===== src/agc_db_pkg.sv =====
// ----------------------------------------------------------------------------
// agc_db_pkg: shared types and constants for the gated dB-domain AGC
// Holds the sequencer states, register indexes and the 2^(2^-k) table.
// ----------------------------------------------------------------------------
`default_nettype none

package agc_db_pkg;

  localparam int unsigned SampleBitsDefault = 24;
  localparam int unsigned HoldBitsDefault   = 24;

  // operand width of the shared multiplier
  localparam int unsigned MulW  = 33;
  // smoothed gain in Q.16 dB, wide enough for any goal
  localparam int unsigned GainW = 26;
  localparam int unsigned RomN  = 16;

  // log2(10)/20 in Q0.32
  localparam logic [31:0] Log2TenOver20 = 32'd713378626;

  typedef enum logic [2:0] {
    REG_TARGET    = 3'd0,
    REG_GATE_OFS  = 3'd1,
    REG_ATTACK    = 3'd2,
    REG_RELEASE   = 3'd3,
    REG_GATE_RET  = 3'd4,
    REG_HOLD      = 3'd5
  } cfg_reg_e;

  typedef enum logic [3:0] {
    S_IDLE,
    S_GAIN,
    S_SMOOTH,
    S_EXP,
    S_FRAC,
    S_MLOOP,
    S_MACC,
    S_SL,
    S_SR,
    S_RD,
    S_OUT
  } agc_state_e;

  typedef logic [31:0] exp_rom_t [RomN];

  function automatic logic [63:0] isqrt64(input logic [63:0] v);
    logic [63:0] x;
    logic [63:0] r;
    logic [63:0] b;
    x = v;
    r = '0;
    b = 64'd1 << 62;
    for (int i = 0; i < 32; i++) begin
      if (x >= r + b) begin
        x = x - (r + b);
        r = (r >> 1) + b;
      end else begin
        r = r >> 1;
      end
      b = b >> 2;
    end
    return r;
  endfunction

  // entry k holds 2^(2^-(k+1)) in Q1.30
  function automatic exp_rom_t build_exp_rom();
    exp_rom_t   t;
    logic [63:0] r;
    r = isqrt64(64'd1 << 61);
    t[0] = r[31:0];
    for (int k = 1; k < RomN; k++) begin
      r = isqrt64(r << 30);
      t[k] = r[31:0];
    end
    return t;
  endfunction

  localparam exp_rom_t ExpRom = build_exp_rom();

endpackage

`default_nettype wire


===== src/agc_db_mul.sv =====
// ----------------------------------------------------------------------------
// agc_db_mul: shared signed multiplier with registered product
// All products of the sequencer go through this one unit.
// ----------------------------------------------------------------------------
`default_nettype none

module agc_db_mul (
  input  wire logic                                  clk_i,
  input  wire logic signed [agc_db_pkg::MulW-1:0]    a_i,
  input  wire logic signed [agc_db_pkg::MulW-1:0]    b_i,
  output logic signed      [2*agc_db_pkg::MulW-1:0]  p_o
);
  import agc_db_pkg::*;

  always_ff @(posedge clk_i) begin
    p_o <= a_i * b_i;
  end

endmodule

`default_nettype wire


===== config.mk =====
export PLATFORM = sky130hd
export DESIGN_NAME = agc_db_mul
export DESIGN_NICKNAME = d
export VERILOG_FILES = /design/src/agc_db_pkg.sv /design/src/agc_db_mul.sv
export SDC_FILE = /design/constraint.sdc
export NUM_CORES = 2
export LEC_CHECK = 0
export BUFFER_PORTS_ARGS = -buffer_cell sky130_fd_sc_hd__buf_2
export CAP_MARGIN = 10
export CORE_MARGIN = 5
export CORE_UTILIZATION = 56
export CTS_CLUSTER_SIZE = 16
export DETAILED_ROUTE_END_ITERATION = 6
export GPL_ROUTABILITY_DRIVEN = 0
export PLACE_DENSITY = 0.73
export SLEW_MARGIN = 40
export SYNTH_ARGS = -nofsm -noshare
export SYNTH_HDL_FRONTEND = slang
export SYNTH_SLANG_ARGS = --single-unit

===== constraint.sdc =====
create_clock -name clk_i -period 8.3 [get_ports clk_i]
set_input_delay 0.415 -clock clk_i [delete_from_list [all_inputs] [get_ports clk_i]]
set_output_delay 0.415 -clock clk_i [all_outputs]
set_load 0.02 [all_outputs]

==> flow_summary_export.csv <==
group,metric,value,unit
yosys,syn_nets,5767,
clocking,hold_buffers,0,
layout,regMostFlops,"p_o",
global_route,antenna_found_initial,3,
outcome,status,"finished, final reports clean",
global_route,grt_start_max_net_pins,34,
layout,num-fill-cells,6189,
yosys,netlist_area,40730,um2
timing,max-slew-margin-rel,41.01,%
global_route,grt_pass1_wl,173300,um
setup_path,cp-start-kind,"input pin",
setup_path,crit_arrival,8210,ps
yosys,syn_inst,4338,
layout,drive_gt1_share,6.722,%
timing,max_freq,0.1271,GHz
yosys,yosysTopAreaCell,"fa_1",
floorplanning,dieArea,78230,um2
yosys,synth_ff_type,"dfxtp_1",
yosys,synth_edf_count,0,
global_route,grt-ovfl-total,0,
place,port_buffers,132,
setup_path,crit_end,"p_o[63]$_DFF_P_",
drt,wl_per_cell,19.70,um
yosys,synth_common_cells,"1145 x fa_1, 1131 x inv_1, 562 x and2_1, 551 x nand2_1, 217 x ha_1",
clocking,cts_buffers,9,
timing,tightest_slew,884.9,ps
drt,final_antenna_net_count,0,
floorplanning,die_h,279.7,um
clocking,clock_sinks,66,
global_route,grt_usage,28.26,%
yosys,synth_most_common_cell,"fa_1",
yosys,yosys-top-cells-area,"fa_1 56%, inv_1 10%, and2_1 8.6%",
yosys,synth_cell_types,80,
timing,fin_crit,7871,ps
clocking,tritoncts,"done",
drt,drc,0,
clocking,cts_root_buf,"clkbuf_16",
drt,vias_per_cell,5.407,
worst_hold_path,hp-class,"in -> reg",
clocking,htreeDepth,3,
clocking,ctsResizeCount,0,
setup_path,required,8640,ps
drt,dr_total_vias,28804,
setup_path,crit_type,"in -> reg",
timing,fin_tns_setup,0,ps
timing,rsz0062_at_grt,"no",
timing,final_hold_viol_count,0,
flow_run,drv_cap,0,
drt,drt_pass1_iterations,6,
yosys,synth.avg_cell_area,9.390,um2
global_route,grt_pass1_vias,32362,
floorplanning,io_pins,133,
floorplanning,die_x,279.7,um
clocking,clk_pin_slew,90,ps
timing,min_period_over_period,94.83,%
timing,finalMaxSlewViolations,0,
layout,largest_registers,"p_o (66)",
clocking,clk_path_buf_depth,2,
yosys,ys_seq_area_share,3.244,%
drt,dr.first_iter.drc_count,1620,
layout,syn2layout_area_growth,5.286,%
layout,fin_nets,5798,
place,hpwl,89920,um
drt,drt-total-wl,104900,um
floorplanning,core,71850,um2
clocking,post_cts_buffers,0,
yosys,yosysWarningCount,0,
setup_path,path_max_fanout,33,
setup_path,setup.worst_path.end_class,"flop",
layout,final_util,59.69,%
floorplanning,rows,98,
setup_path,cp-startpoint,"b_i[13]",
yosys,synth_seq_cells,66,
yosys,netlist.area_leader.share,56.27,%
timing,setup_viol,0,
layout,largest_register_ffs,66,
floorplanning,initial_core_util,56.69,%
yosys,async_flop_share,0,%
## per-layer routing
layer | vias up | GRT usage, % | wire [um]
met5 | - | 0 | 0
met2 | 1116 | 49.97 | 54920
met4 | 0 | 14.66 | 6587
met3 | 315 | 3.759 | 6086
li1 | 12395 | - | -
met1 | 14978 | 33.95 | 37330
## layout by cell type, fill, tap and decap left out, types with 8 or more instances in the layout
master,n
fa_1,1145
inv_1,1131
and2_1,562
nand2_1,551
ha_1,217
buf_2,132
buf_4,107
nor2_1,68
dfxtp_1,66
a21oi_1,57
xnor2_1,43
a21o_1,36
o21ai_0,25
nand3_1,25
xor2_1,25
nand2b_1,12
o21bai_1,11
nand4_1,11
clkbuf_16,9
a31oi_1,8
## critical path: stages
cell and delay [ps]:
buf_2 520, nand2_1 250, fa_1 580, fa_1 840, inv_1 130, fa_1 600, fa_1 470, fa_1 600
fa_1 460, fa_1 510, inv_1 50, fa_1 510, inv_1 50, ha_1 360, and2_1 160, and3_1 270
nand4_1 110, nor4_1 360, buf_4 210, a21oi_4 60, buf_12 170, or3b_1 370, nand3_1 80
## how the worst min path moves through the flow
| stage | startpoint | slack (ps) | cells after the start | to |
|---|---|---|---|---|
| after floorplan | a_i[0] | 540 | 1 | p_o[0]$_DFF_P_ |
| after global placement | p_o[10]$_DFF_P_ | 830 | 1 | p_o[10] |
| after detailed placement | p_o[11]$_DFF_P_ | 830 | 1 | p_o[11] |
| after CTS | b_i[0] | 620 | 2 | p_o[0]$_DFF_P_ |
| after global routing | b_i[0] | 660 | 2 | p_o[0]$_DFF_P_ |
| final | b_i[0] | 630 | 2 | p_o[0]$_DFF_P_ |
## stage by stage
| step | area [um2] | worst slack (ps) | std cells | hold slack [ps] |
|---|---|---|---|---|
| 5_1_grt | 42880 | 135.8 | 5326 | 656.9 |
| 3_5_place_dp | 42580 | 133.5 | 5308 | 830.5 |
| 3_3_place_gp | 42580 | 197.6 | 5308 | 830.6 |
| 4_1_cts | 42880 | 508.7 | 5324 | 621.2 |
| 2_1_floorplan | 40730 | 648.6 | 4338 | 542.3 |
| 6_report | 42890 | 429.4 | 5327 | 629.9 |
## layout make-up
class,count,area [um2],area share (%)
multi-input cells,2920,34320,80.02
inverters,1131,4245,9.899
repair buffers,241,1504,3.507
flip-flops and latches,66,1321,3.081
well taps,950,1189,2.772
clock buffers,10,239.0,0.5572
clock inverters,6,65.06,0.1517
diodes,3,7.507,0.01750
## logic make-up (layout without fill, tap and decap cells)
| group | Yosys count | count (layout) | synth area share [%] |
|---|---|---|---|
| simple gates | 1271 | 1271 | 15.78 |
| flops | 66 | 66 | 3.244 |
| fa+ha+maj | 1362 | 1362 | 62.94 |
| xor+xnor | 68 | 68 | 1.462 |
| other cells | 0 | 3 | 0 |
| buf+inv | 1352 | 1388 | 12.51 |
| compound gates | 219 | 219 | 4.067 |
Power is not shown: default switching activity piles up to over one toggle a cycle in this logic, so the estimate is an artifact.
